===== config.mk =====
export PLATFORM = sky130hd
export DESIGN_NAME = next_periodic_event_time_core
export DESIGN_NICKNAME = d
export VERILOG_FILES = /design/src/rtl/npet_pkg.sv /design/src/rtl/npet_rem_unit.sv /design/src/rtl/next_periodic_event_time_core.sv
export SDC_FILE = /design/constraint.sdc
export NUM_CORES = 1
export LEC_CHECK = 0
export BUFFER_PORTS_ARGS = -buffer_cell sky130_fd_sc_hd__buf_2
export CORE_UTILIZATION = 25
export CTS_BUF_LIST = sky130_fd_sc_hd__clkbuf_16
export CTS_CLUSTER_SIZE = 10
export DETAILED_ROUTE_END_ITERATION = 16
export SETUP_SLACK_MARGIN = 0.2
export SYNTH_ARGS = -nofsm -noshare
export SYNTH_HDL_FRONTEND = slang
export SYNTH_SLANG_ARGS = --single-unit

===== constraint.sdc =====
create_clock -name clk -period 9.7 [get_ports clk]
set_clock_uncertainty 0.15 [all_clocks]
set_input_delay 1.94 -clock clk [delete_from_list [all_inputs] [get_ports clk]]
set_output_delay 1.94 -clock clk [all_outputs]
set_load 0.005 [all_outputs]

===== src/rtl/npet_pkg.sv =====
// ----------------------------------------------------------------------------
// npet_pkg
// Shared types and constants for the next periodic event time block.
// ----------------------------------------------------------------------------
package npet_pkg;

  // Default width of the time fields, in bits.
  localparam int unsigned TIME_BITS_DEF = 48;

  // Sequencer states of the top level.
  typedef enum logic [2:0] {
    S_IDLE,
    S_PREP,
    S_DIV,
    S_CALC,
    S_UPD,
    S_EMIT
  } npet_state_t;

  // Status that the remainder unit returns to the sequencer.
  typedef struct packed {
    logic busy;
    logic done;
  } npet_rem_stat_t;

endpackage


===== src/rtl/npet_rem_unit.sv =====
// ----------------------------------------------------------------------------
// npet_rem_unit
// Iterative restoring remainder unit, one quotient bit per clock cycle.
// ----------------------------------------------------------------------------
module npet_rem_unit #(
  parameter int unsigned TIME_BITS = npet_pkg::TIME_BITS_DEF
) (
  input  logic                        clk,
  input  logic                        rst_n,
  input  logic                        start,
  input  logic [TIME_BITS-1:0]        dividend,
  input  logic [TIME_BITS-1:0]        divisor,
  output logic [TIME_BITS-1:0]        remainder,
  output npet_pkg::npet_rem_stat_t    stat
);
  import npet_pkg::*;

  localparam int unsigned CNT_W = $clog2(TIME_BITS + 1);

  logic [TIME_BITS-1:0] dvd_r, dvd_nxt;
  logic [TIME_BITS-1:0] div_r, div_nxt;
  logic [TIME_BITS-1:0] rem_r, rem_nxt;
  logic [CNT_W-1:0]     cnt_r, cnt_nxt;
  logic                 busy_r, busy_nxt;
  logic                 done_r, done_nxt;
  logic [TIME_BITS:0]   rem_sh;
  logic [TIME_BITS:0]   rem_diff;

  // One restoring step: shift in the next dividend bit and try the subtract.
  assign rem_sh   = {rem_r, dvd_r[TIME_BITS-1]};
  assign rem_diff = rem_sh - {1'b0, div_r};

  always_comb begin
    dvd_nxt  = dvd_r;
    div_nxt  = div_r;
    rem_nxt  = rem_r;
    cnt_nxt  = cnt_r;
    busy_nxt = busy_r;
    done_nxt = 1'b0;
    if (start) begin
      dvd_nxt  = dividend;
      div_nxt  = divisor;
      rem_nxt  = '0;
      cnt_nxt  = CNT_W'(TIME_BITS);
      busy_nxt = 1'b1;
    end else if (busy_r) begin
      dvd_nxt = {dvd_r[TIME_BITS-2:0], 1'b0};
      rem_nxt = rem_diff[TIME_BITS] ? rem_sh[TIME_BITS-1:0] : rem_diff[TIME_BITS-1:0];
      cnt_nxt = cnt_r - CNT_W'(1);
      if (cnt_r == CNT_W'(1)) begin
        busy_nxt = 1'b0;
        done_nxt = 1'b1;
      end
    end
  end

  always_ff @(posedge clk) begin
    if (!rst_n) begin
      busy_r <= 1'b0;
      done_r <= 1'b0;
      cnt_r  <= '0;
    end else begin
      busy_r <= busy_nxt;
      done_r <= done_nxt;
      cnt_r  <= cnt_nxt;
    end
  end

  always_ff @(posedge clk) begin
    dvd_r <= dvd_nxt;
    div_r <= div_nxt;
    rem_r <= rem_nxt;
  end

  assign remainder = rem_r;
  assign stat.busy = busy_r;
  assign stat.done = done_r;

endmodule


===== src/rtl/next_periodic_event_time_core.sv =====
// ----------------------------------------------------------------------------
// next_periodic_event_time_core
// Earliest next firing tick over a list of periodic timers.
//
//   Channel  Direction  Ports                                      Handshake
//   in_      input      now_time, sample_start, sample_period,     valid/stall
//                       no_timer, last
//   out_     output     next_fire_tick                             valid/stall
//
// A timer request whose current time is at or past its start passes through
// S_PREP, S_DIV, S_CALC and S_UPD: the remainder unit retires one dividend bit
// per cycle. A timer that has not started yet skips S_DIV and S_CALC; an item
// without a timer stays in S_IDLE. The item marked last adds S_EMIT for the result.
// in_stall stays high until the current request has finished.
// Reset clears the running minimum and the result register's valid bit.
// A stalled result holds the block only when the next result is ready.
// ----------------------------------------------------------------------------
module next_periodic_event_time_core #(
  parameter int unsigned TIME_BITS = npet_pkg::TIME_BITS_DEF
) (
  input  logic                        clk,
  input  logic                        rst_n,
  input  logic                        in_valid,
  output logic                        in_stall,
  input  logic [TIME_BITS-1:0]        in_now_time,
  input  logic [TIME_BITS-1:0]        in_sample_start,
  input  logic [TIME_BITS-1:0]        in_sample_period,
  input  logic                        in_no_timer,
  input  logic                        in_last,
  output logic                        out_valid,
  input  logic                        out_stall,
  output logic signed [TIME_BITS+1:0] out_next_fire_tick
);
  import npet_pkg::*;

  localparam int unsigned RES_W = TIME_BITS + 2;

  npet_state_t state_r, state_nxt;

  logic [TIME_BITS-1:0] now_r, start_r, period_r;
  logic                 no_timer_r, last_r;
  logic [RES_W-1:0]     t_r;
  logic [RES_W-1:0]     min_r;
  logic                 seen_r;
  logic                 out_valid_r;
  logic [RES_W-1:0]     out_data_r;

  logic                 in_fire;
  logic                 rem_start;
  logic                 load_start;
  logic                 load_sum;
  logic                 do_update;
  logic                 do_emit;
  logic                 now_before;
  logic [TIME_BITS-1:0] diff;
  logic [TIME_BITS-1:0] rem;
  npet_rem_stat_t       rem_stat;

  assign in_fire    = in_valid && !in_stall;
  assign now_before = now_r < start_r;
  assign diff       = now_r - start_r;

  npet_rem_unit #(
    .TIME_BITS (TIME_BITS)
  ) u_rem (
    .clk       (clk),
    .rst_n     (rst_n),
    .start     (rem_start),
    .dividend  (diff),
    .divisor   (period_r),
    .remainder (rem),
    .stat      (rem_stat)
  );

  // Next state.
  always_comb begin
    state_nxt = state_r;
    unique case (state_r)
      S_IDLE: begin
        if (in_valid) begin
          if (!in_no_timer) begin
            state_nxt = S_PREP;
          end else if (in_last) begin
            state_nxt = S_EMIT;
          end
        end
      end
      S_PREP: state_nxt = now_before ? S_UPD : S_DIV;
      S_DIV: begin
        if (rem_stat.done) begin
          state_nxt = S_CALC;
        end
      end
      S_CALC: state_nxt = S_UPD;
      S_UPD:  state_nxt = last_r ? S_EMIT : S_IDLE;
      S_EMIT: begin
        if (!out_valid_r || !out_stall) begin
          state_nxt = S_IDLE;
        end
      end
      default: state_nxt = S_IDLE;
    endcase
  end

  // Sequencer outputs.
  always_comb begin
    in_stall   = 1'b1;
    rem_start  = 1'b0;
    load_start = 1'b0;
    load_sum   = 1'b0;
    do_update  = 1'b0;
    do_emit    = 1'b0;
    unique case (state_r)
      S_IDLE: in_stall = 1'b0;
      S_PREP: begin
        load_start = now_before;
        rem_start  = !now_before;
      end
      S_DIV:  ;
      S_CALC: load_sum = 1'b1;
      S_UPD:  do_update = 1'b1;
      S_EMIT: do_emit = !out_valid_r || !out_stall;
      default: ;
    endcase
  end

  always_ff @(posedge clk) begin
    if (!rst_n) begin
      state_r     <= S_IDLE;
      seen_r      <= 1'b0;
      min_r       <= '0;
      out_valid_r <= 1'b0;
    end else begin
      state_r <= state_nxt;
      if (do_emit) begin
        out_valid_r <= 1'b1;
        seen_r      <= 1'b0;
        min_r       <= '0;
      end else begin
        if (out_valid_r && !out_stall) begin
          out_valid_r <= 1'b0;
        end
        if (do_update) begin
          seen_r <= 1'b1;
          if (!seen_r || t_r < min_r) begin
            min_r <= t_r;
          end
        end
      end
    end
  end

  // Payload registers.
  always_ff @(posedge clk) begin
    if (in_fire) begin
      now_r      <= in_now_time;
      start_r    <= in_sample_start;
      period_r   <= (in_sample_period == '0) ? TIME_BITS'(1) : in_sample_period;
      no_timer_r <= in_no_timer;
      last_r     <= in_last;
    end
    if (load_start) begin
      t_r <= RES_W'(start_r);
    end else if (load_sum) begin
      t_r <= RES_W'(now_r) + RES_W'(period_r) - RES_W'(rem);
    end
    if (do_emit) begin
      out_data_r <= seen_r ? min_r : '1;
    end
  end

  assign out_valid          = out_valid_r;
  assign out_next_fire_tick = $signed(out_data_r);

  // The remainder unit only reports completion while the sequencer waits on it.
  assert property (@(posedge clk) disable iff (!rst_n)
    rem_stat.done |-> (state_r == S_DIV))
    else $error("remainder done outside the divide state");

  // The remainder of a finished division is below the period.
  assert property (@(posedge clk) disable iff (!rst_n)
    (state_r == S_DIV && rem_stat.done) |-> (rem < period_r))
    else $error("remainder not below period");

  // While the sequencer waits on the divider, the divider is working.
  assert property (@(posedge clk) disable iff (!rst_n)
    (state_r == S_DIV) |-> (rem_stat.busy || rem_stat.done))
    else $error("divide state without an active division");

  // A result load clears the timer history for the next list.
  assert property (@(posedge clk) disable iff (!rst_n)
    do_emit |=> (!seen_r && out_valid_r))
    else $error("list state not cleared after result load");

  // An update always leaves a timer recorded, and a timer entry never skips it.
  assert property (@(posedge clk) disable iff (!rst_n)
    do_update |=> (seen_r || $past(last_r)))
    else $error("timer update lost");

  assert property (@(posedge clk) disable iff (!rst_n)
    (state_r == S_PREP) |-> !no_timer_r)
    else $error("timer path entered for an item without a timer");

endmodule

==> results of run 1 <==
==> cells by family after synthesis <==
group / synth area share
AO/OA/AOI/OAI: 0.187
AND/OR/NAND/NOR: 0.107
buffers and inverters: 0.0778
flip-flops: 0.447
adder cells (fa/ha/maj): 0.124
XOR/XNOR: 0.0409
multiplexers: 0.0164
==> layout make-up <==
type	instances	area [um2]	area share
flip-flops and latches	452	12400	0.393
inverters	373	1400	0.0442
clock inverters	44	186	0.00589
diodes	2	5.00	0.000158
clock buffers	52	1300	0.0411
well taps	1488	1860	0.0588
multi-input cells	1883	13300	0.421
repair buffers	217	1140	0.0360
==> worst max-delay path, delay by kind of cell (launching register included) <==
| kind | cells | cell delay, ps |
|---|---|---|
| and+or+nand+nor | 1 | 180 |
| AOI/OAI and AO/OA | 6 | 1930 |
| DFF | 1 | 370 |
| buffers and inverters | 4 | 1320 |
| adders and majority gates | 2 | 630 |
==> per-layer routing <==
layer	part of all wire	vias up	GRT usage
met3	0.048	114	0.0220
met1	0.48	9625	0.190
met5	0.0013	-	0
met4	0.024	18	0.0351
met2	0.45	435	0.218
li1	-	10300	-
==> flip-flops by register name, indices dropped and copies added (netlist names), 3 cells and up <==
signal	flops
u_rem.div_r	48
state_r	3
now_r	48
out_next_fire_tick	50
start_r	48
u_rem.remainder	48
u_rem.cnt_r	6
min_r	50
u_rem.dvd_r	48
t_r	50
period_r	48
==> per-stage QoR <==
stage          power (W)  utilization
6_report          0.0114        0.287
3_3_place_gp     0.00960        0.273
5_1_grt           0.0124        0.286
3_5_place_dp     0.00966        0.273
2_1_floorplan    0.00804            -
4_1_cts           0.0115        0.286
==> cell usage in the layout (no fill, tap or decap), drive strengths merged, types with 17 or more instances in the layout <==
master | synthesis | final
clkbuf | 132 | 52
a21o | 96 | 96
o21bai | 23 | 23
a31oi | 25 | 25
mux2i | 41 | 41
buf | 38 | 217
a21boi | 64 | 64
nand2 | 244 | 244
o211ai | 17 | 17
nand4 | 42 | 42
nor2 | 118 | 118
nor3 | 27 | 27
a211oi | 20 | 20
nor4 | 18 | 18
o31ai | 17 | 17
fa | 50 | 50
nor2b | 26 | 26
o21a | 22 | 22
dfxtp | 113 | 113
xnor2 | 79 | 79
and3 | 18 | 18
o21ai | 263 | 263
nand2b | 23 | 23
nand3 | 73 | 73
a21oi | 222 | 222
xor2 | 51 | 51
edfxtp | 339 | 339
ha | 196 | 196
inv | 372 | 412
==> power by group through the flow <==
stage,clock (W),sequential (W),combinational (W)
floorplan,0,0.00313,0.00492
global placement,0,0.00323,0.00637
detailed placement,0,0.00324,0.00642
CTS,0.00181,0.00321,0.00645
global route,0.00187,0.00327,0.00727
finish,0.00174,0.00321,0.00649
==> worst max path at each step <==
| stage | cells past startpoint | start | end |
|---|---|---|---|
| after global routing | 12 | now_r[0] | u_rem.dvd_r[43] |
| after floorplan | 2 | in_valid | last_r |
| final | 13 | now_r[0] | u_rem.div_r[3] |
| after global placement | 10 | now_r[11] | u_rem.dvd_r[45] |
| after detailed placement | 10 | now_r[11] | u_rem.dvd_r[43] |
| after CTS | 13 | now_r[0] | u_rem.div_r[3] |
==> run_results.csv, run 1 <==
group,metric,value,unit
outcome,outcome,"complete, no violations",
placement,pre_cts_slack,4540,ps
power,power_frac_seq,0.281,
timing,finalHoldViolations,0,
clocking,root_buffer,"clkbuf_16",
worst_setup_path,crit_path_start_kind,"flop",
placement,dpl_cell_area,30200,um2
hold_path,hp-start,"period_r[33]",
clocking,clkTransAtPathRegs,60,ps
power,power.internal,0.00636,W
die,die_w,336,um
timing,rsz0062_at_grt,"false",
die,die-area,113000,um2
detailed_routing,vias,20500,
power,p_comb_frac,0.567,
global_route,first_global_vias,20100,
timing,relSlewSlack,0.177,
clocking,cts.repair.resized,0,
synthesis,yosys.area.top_type_share,0.366,
worst_setup_path,cpMaxStageDelayCell,"a2111oi_4",
worst_setup_path,reg2reg_depth,13,
die,rows,122,
detailed_routing,route.detailed.drc,0,
power,power.switching,0.00508,W
die,core,111000,um2
finish,stdcell_count,4511,
placement,gp_congestion,0.925,
global_route,antenna_found_initial,18,
synthesis,yosysWarnings,0,
synthesis,syn-num-nets,3274,
synthesis,ys_seq_area_frac,0.447,
detailed_routing,finalWirelength,78000,um
synthesis,yosys.cell_count.top_type,"inv_1",
worst_setup_path,crit_type,"reg -> reg",
synthesis,async_reset_ff_frac,0,
timing,final-setup-viol-count,0,
global_route,grt_pass1_wl,118000,um
synthesis,synth_area_per_cell,9.67,um2
timing,worst_slack,4600,ps
synthesis,synth.area.top_cells,"edfxtp_1, ha_1, dfxtp_1",
power,pwr-share-clk,0.152,
worst_setup_path,rr_endpoint,"u_rem.div_r[3]",
placement,portBuffers,201,
worst_setup_path,r2r-start,"now_r[0]",
placement,dp.cells,4413,
timing,fin_crit_sh,0.525,
worst_setup_path,slowest_delay,580,ps
global_route,track_usage,0.136,
finish,fin_area,31700,um2
global_route,grt_max_degree,100,
timing,setup-tns-final,0,ps
timing,period_needed,5100,ps
detailed_routing,wl_per_cell,17.3,um
detailed_routing,ant_nets,0,
power,switching_share,0.444,
hold_path,hold_end,"u_rem.div_r[33]",
synthesis,yosysTopAreaCell,"edfxtp_1",
synthesis,synth-seq-cells,452,
synthesis,ys.flop_type,"edfxtp_1",
clocking,h-tree-depth,2,
timing,slew_violations,0,
finish,nFillCells,11700,
worst_setup_path,worstPathMaxFanout,99,
worst_setup_path,path_cells,"inv_1, ha_1, fa_1, nand2b_1, a21o_1, a31oi_4, a31oi_2, a2bb2oi_2, a2111oi_4, o211ai_4, buf_12, inv_2, buf_4",
clocking,clock_latency,610,ps
clocking,cts_sinks,452,
worst_setup_path,r2r_slack,4600,ps
detailed_routing,first_iter_violations,1138,
worst_setup_path,critPathCaptureType,"flop",
synthesis,netlist_top_cells_count,"inv_1, edfxtp_1, nand2_1",
clocking,cts_buffers,52,
global_route,overflow,0,
timing,max_slew.worst_pin.slew,1230,ps
finish,nets,3375,
die,io_pins,202,
flow_run,drv_cap,0,
synthesis,syn_area,27800,um2
clocking,cts_tree,"yes",
die,die-height,336,um
placement,hpwlAfterDp,62400,um
hold_path,min_path_type,"reg -> reg",
timing,fmax,196,MHz
clocking,clockBufferDepth,3,
synthesis,synth_edf_count,339,
clocking,holdBufCountCts,0,
timing,whs,297,ps
detailed_routing,viasPerCell,4.54,
synthesis,syn_inst,2878,
power,ir_drop,0.191,mV
worst_setup_path,cp.arrival,5170,ps
power,power_density,361,nW/um2
die,initial_core_util,0.252,
worst_setup_path,cp.required,9770,ps
hold_path,hold_path_depth,0,
synthesis,synth_cell_types,89,
finish,area_growth,13.7,%
clocking,cts_setup_buffers,0,
finish,drive_gt1_frac,0.108,
detailed_routing,first_pass_iters,5,
power,cellLeakagePower,13.1,nW
Power figures use the tool's default switching activity.
==> inputs of run 2 (changes only) <==
==> constraint.sdc (replaced) <==
create_clock -name clk -period 5 [get_ports clk]
set_clock_uncertainty 0.15 [all_clocks]
set_input_delay 1 -clock clk [delete_from_list [all_inputs] [get_ports clk]]
set_output_delay 1 -clock clk [all_outputs]
set_load 0.005 [all_outputs]
==> run 2 against run 1 <==
Net effect: sequential share of layout area shrank 0.42 points; critical endpoint is now t_r[42]; die area is the same; worst setup slack lost 3900 ps; fmax grew 18%; clock power grew 110%; combinational power grew 91%; via count grew 0.80%.
==> run_results.csv, run 2 (synthesized netlist as in run 1, its figures left out) <==
group,metric,value,unit
worst_setup_path,worstPathMaxFanout,5,
finish,layout_common_cells,"inv_1, edfxtp_1, nand2_1",
worst_setup_path,critPathTopFamily,"compound AO/OA/AOI/OAI gates",
finish,area_growth,14.9,%
worst_setup_path,crit_type,"reg -> reg",
timing,fmax,231,MHz
power,power_density,699,nW/um2
timing,slew_violations,0,
clocking,cts_tree,"yes",
global_route,overflow,0,
placement,dpl_cell_area,30300,um2
worst_setup_path,cp.arrival,4520,ps
detailed_routing,vias,20700,
power,switching_share,0.432,
die,die-area,113000,um2
power,cellLeakagePower,13.3,nW
worst_setup_path,cp_num_buf_inv,1,
global_route,antenna_found_initial,26,
finish,nets,3392,
timing,finalHoldViolations,0,
detailed_routing,route.detailed.drc,0,
detailed_routing,viasPerCell,4.56,
die,die-height,336,um
die,core,111000,um2
timing,setup-tns-final,0,ps
worst_setup_path,critPathCaptureType,"flop",
power,pwr-share-clk,0.164,
finish,fin_area,32000,um2
detailed_routing,wl_met1,37700,um
clocking,clkTransAtPathRegs,60,ps
detailed_routing,first_pass_iters,9,
timing,max_slew.worst_pin.slew,901,ps
finish,final_common_cell,"inv_1",
worst_setup_path,crit_path_start_kind,"flop",
die,rows,122,
detailed_routing,first_iter_violations,1342,
detailed_routing,finalWirelength,80200,um
global_route,first_global_vias,20100,
global_route,track_usage,0.140,
global_route,grt_pass1_wl,121000,um
worst_setup_path,cp.required,5190,ps
die,die_w,336,um
flow_run,drv_cap,0,
power,power.switching,0.00967,W
worst_setup_path,path_cells,"inv_1, fa_1, fa_1, nor2b_1, o2111ai_1, a31oi_1, o211ai_1, a21oi_2, o22ai_1, o41ai_2, a31oi_1, xor2_1, a21oi_1",
timing,relSlewSlack,0.399,
clocking,root_buffer,"clkbuf_16",
power,power_frac_seq,0.280,
outcome,outcome,"complete, no violations",
clocking,holdBufCountCts,0,
placement,gp_congestion,0.889,
worst_setup_path,slowest_delay,480,ps
placement,hpwlAfterDp,64400,um
die,io_pins,202,
global_route,grt_max_degree,94,
detailed_routing,dr.max_layer_used,"met5",
power,p_comb_frac,0.556,
detailed_routing,wl_per_cell,17.7,um
detailed_routing,ant_nets,0,
detailed_routing,wl_met3,5220,um
clocking,cts.repair.resized,0,
power,ir_drop,0.297,mV
detailed_routing,dr_wl_met2,35000,um
hold_path,min_path_type,"reg -> reg",
timing,final-setup-viol-count,0,
clocking,clock_latency,620,ps
timing,fin_crit_sh,0.866,
clocking,h-tree-depth,2,
die,initial_core_util,0.252,
finish,drive_gt1_frac,0.114,
timing,rsz0062_at_grt,"false",
clocking,clockBufferDepth,3,
placement,portBuffers,201,
clocking,cts_setup_buffers,0,
worst_setup_path,cpMaxStageDelayCell,"fa_1",
timing,period_needed,4330,ps
power,power.internal,0.0127,W
clocking,cts_buffers,54,
clocking,cts_sinks,452,
[run 2: through the flow]
step                setup WS [ps]  hold slack (ps)  cells  power, W  utilization
detailed placement            616              285   4428    0.0187        0.274
global placement              707              280   4428    0.0186        0.274
CTS                           602              279   4528    0.0225        0.289
finish                        671              287   4535    0.0224        0.290
floorplan                     459              276   2878    0.0156            -
global route                  385              308   4533    0.0243        0.290
[run 2: area by class of cell]
cell class                 instances  area (um2)
inverter                         373        1400
clock buffer                      60        1500
multi-input combinational       1883       13300
timing repair buffer             232        1300
antenna                            7        17.5
clock inverter                    40         154
sequential                       452       12400
tap                             1488        1860
fill                           11600       78500
[run 2: worst paths after layout]
kind	from	endpoint	slack, ps	cells past startpoint
min	period_r[21]	u_rem.div_r[21]	290	0
max	now_r[1]	t_r[42]	670	13
max reg2reg	now_r[1]	t_r[42]	670	13
min reg2reg	period_r[21]	u_rem.div_r[21]	290	0
[run 2: power groups by stage]
stage                     clock, W  sequential [W]  combinational (W)
after floorplan                  0         0.00601            0.00954
after global placement           0         0.00632             0.0123
after detailed placement         0         0.00632             0.0124
after CTS                  0.00379         0.00626             0.0124
after global routing       0.00392         0.00638             0.0139
final                      0.00366         0.00626             0.0124
[run 2: metal layers]
| layer | global-route usage | up-vias |
|---|---|---|
| met4 | 0.0403 | 40 |
| met3 | 0.0295 | 143 |
| met2 | 0.218 | 536 |
| met1 | 0.194 | 9596 |
| met5 | 0 | - |
| li1 | - | 10300 |
==> inputs of run 3 (changes only) <==
--- a/config.mk
+++ b/config.mk
@@ -6,6 +6,7 @@
 export NUM_CORES = 1
 export LEC_CHECK = 0
 export BUFFER_PORTS_ARGS = -buffer_cell sky130_fd_sc_hd__buf_2
+export CORE_MARGIN = 2
 export CORE_UTILIZATION = 25
 export CTS_BUF_LIST = sky130_fd_sc_hd__clkbuf_16
 export CTS_CLUSTER_SIZE = 10
==> run 3 against run 2 <==
Net effect: final cell count hardly changed; largest cell class unchanged; flip-flop and latch count stayed put; critical path depth stayed put; critical endpoint unchanged; register-to-register slack hardly changed; first-iteration DRC count is 3.8% higher.
==> run_results.csv, run 3 (synthesized netlist as in run 1, its figures left out) <==
group,metric,value,unit
finish,final_common_cell,"inv_1",
outcome,outcome,"complete, no violations",
worst_setup_path,slowest_delay,490,ps
global_route,grt_pass1_wl,122000,um
power,cellLeakagePower,13.2,nW
power,pwr-share-clk,0.155,
detailed_routing,first_iter_violations,1393,
timing,fin_crit_sh,0.865,
clocking,cts_tree,"yes",
die,rows,122,
hold_path,min_path_type,"reg -> reg",
finish,nets,3388,
clocking,root_buffer,"clkbuf_16",
finish,area_growth,14.3,%
timing,max_slew.worst_pin.slew,954,ps
timing,period_needed,4330,ps
detailed_routing,ant_nets,0,
worst_setup_path,path_cells,"inv_1, fa_1, fa_1, nor2b_1, o2111ai_1, a31oi_1, o211ai_1, a21oi_2, o22ai_1, o41ai_2, a31oi_1, xor2_1, a21oi_1",
detailed_routing,vias,20800,
finish,nFillCells,11600,
finish,multiInputGateArea,13300,um2
die,die-area,114000,um2
timing,setup-tns-final,0,ps
placement,pre_cts_slack,730,ps
global_route,first_global_vias,20300,
worst_setup_path,reg2reg_depth,13,
worst_setup_path,critPathTopFamily,"compound AO/OA/AOI/OAI gates",
timing,final-setup-viol-count,0,
finish,regArea,12400,um2
power,p_comb_frac,0.561,
die,die_w,338,um
finish,layout_common_cells,"inv_1, edfxtp_1, nand2_1",
detailed_routing,viasPerCell,4.58,
placement,hpwlAfterDp,65500,um
worst_setup_path,cp.required,5210,ps
hold_path,hold_path_depth,0,
detailed_routing,finalWirelength,81800,um
worst_setup_path,crit_type,"reg -> reg",
hold_path,hold_end,"u_rem.div_r[22]",
finish,stdcell_count,4531,
worst_setup_path,critPathCaptureType,"flop",
worst_setup_path,r2r_slack,670,ps
placement,dp.cells,4426,
worst_setup_path,crit_path_start_kind,"flop",
placement,gp_congestion,0.885,
clocking,clockBufferDepth,3,
clocking,cts_setup_buffers,0,
worst_setup_path,cpMaxStageDelayCell,"o41ai_2",
worst_setup_path,cp.arrival,4540,ps
die,io_pins,202,
clocking,holdBufCountCts,0,
timing,worst_slack,673,ps
global_route,track_usage,0.140,
worst_setup_path,cp_num_buf_inv,1,
clocking,clkTransAtPathRegs,60,ps
hold_path,hp-start,"period_r[22]",
timing,finalHoldViolations,0,
placement,portBuffers,201,
timing,relSlewSlack,0.359,
worst_setup_path,r2r-start,"now_r[1]",
clocking,clock_latency,630,ps
detailed_routing,route.detailed.drc,0,
power,power.internal,0.0124,W
timing,slew_violations,0,
clocking,h-tree-depth,2,
global_route,antenna_found_initial,35,
detailed_routing,first_pass_iters,5,
global_route,grt_max_degree,95,
power,power.switching,0.00970,W
clocking,cts_buffers,52,
die,core,111000,um2
power,ir_drop,0.345,mV
timing,rsz0062_at_grt,"false",
power,power_frac_seq,0.283,
detailed_routing,wl_per_cell,18.0,um
clocking,cts_sinks,452,
die,die-height,338,um
power,power_density,696,nW/um2
finish,drive_gt1_frac,0.111,
timing,fmax,231,MHz
worst_setup_path,rr_endpoint,"t_r[42]",
power,switching_share,0.438,
die,initial_core_util,0.252,
global_route,overflow,0,
finish,post-route-util,0.288,
flow_run,drv_cap,0,
worst_setup_path,worstPathMaxFanout,5,
clocking,cts.repair.resized,0,
[run 3: layer usage]
metal / wire length (um) / share of wire / up-vias / global-route usage
met1: 38300 / 0.47 / 9791 / 0.194
li1: - / - / 10300 / -
met5: 289 / 0.0035 / - / 0
met3: 5290 / 0.065 / 139 / 0.0313
met2: 35900 / 0.44 / 454 / 0.220
met4: 1920 / 0.024 / 48 / 0.0368
[run 3: worst max path at each step]
stage / to / cells past startpoint / start / slack, ps
2_1_floorplan: min_r[32] / 4 / out_stall / 460
3_3_place_gp: t_r[0] / 12 / start_r[0] / 770
3_5_place_dp: t_r[0] / 12 / start_r[0] / 730
4_1_cts: t_r[4] / 13 / now_r[0] / 710
5_1_grt: t_r[43] / 14 / now_r[1] / 440
6_report: t_r[42] / 13 / now_r[1] / 670
[run 3: worst reg2reg max path, stage by stage, from the launching register on]
cell and delay, ps:
edfxtp_1 410, inv_1 140, fa_1 450, fa_1 480
nor2b_1 190, o2111ai_1 170, a31oi_1 370, o211ai_1 230
a21oi_2 340, o22ai_1 230, o41ai_2 490, a31oi_1 190
xor2_1 150, a21oi_1 80
[run 3: layout make-up]
cell class / count / share of cell area
sequential: 452 / 0.391
inverter: 373 / 0.0440
timing repair buffer: 230 / 0.0400
tap: 1488 / 0.0585
clock inverter: 46 / 0.00664
clock buffer: 52 / 0.0409
antenna: 7 / 0.000550
multi-input combinational: 1883 / 0.419
[run 3: through the flow]
step                      power, W  hold slack (ps)  cell area, um2
after floorplan             0.0156              276           27900
after global placement      0.0186              281           30300
after detailed placement    0.0186              283           30300
after CTS                   0.0222              297           31800
after global routing        0.0241              310           31800
final                       0.0221              301           31800
[run 3: power by group through the flow]
stage / clock, W / combinational, W / sequential [W]
finish: 0.00344 / 0.0124 / 0.00628
global route: 0.00369 / 0.0140 / 0.00638
CTS: 0.00356 / 0.0124 / 0.00627
detailed placement: 0 / 0.0123 / 0.00634
global placement: 0 / 0.0122 / 0.00632
floorplan: 0 / 0.00954 / 0.00601
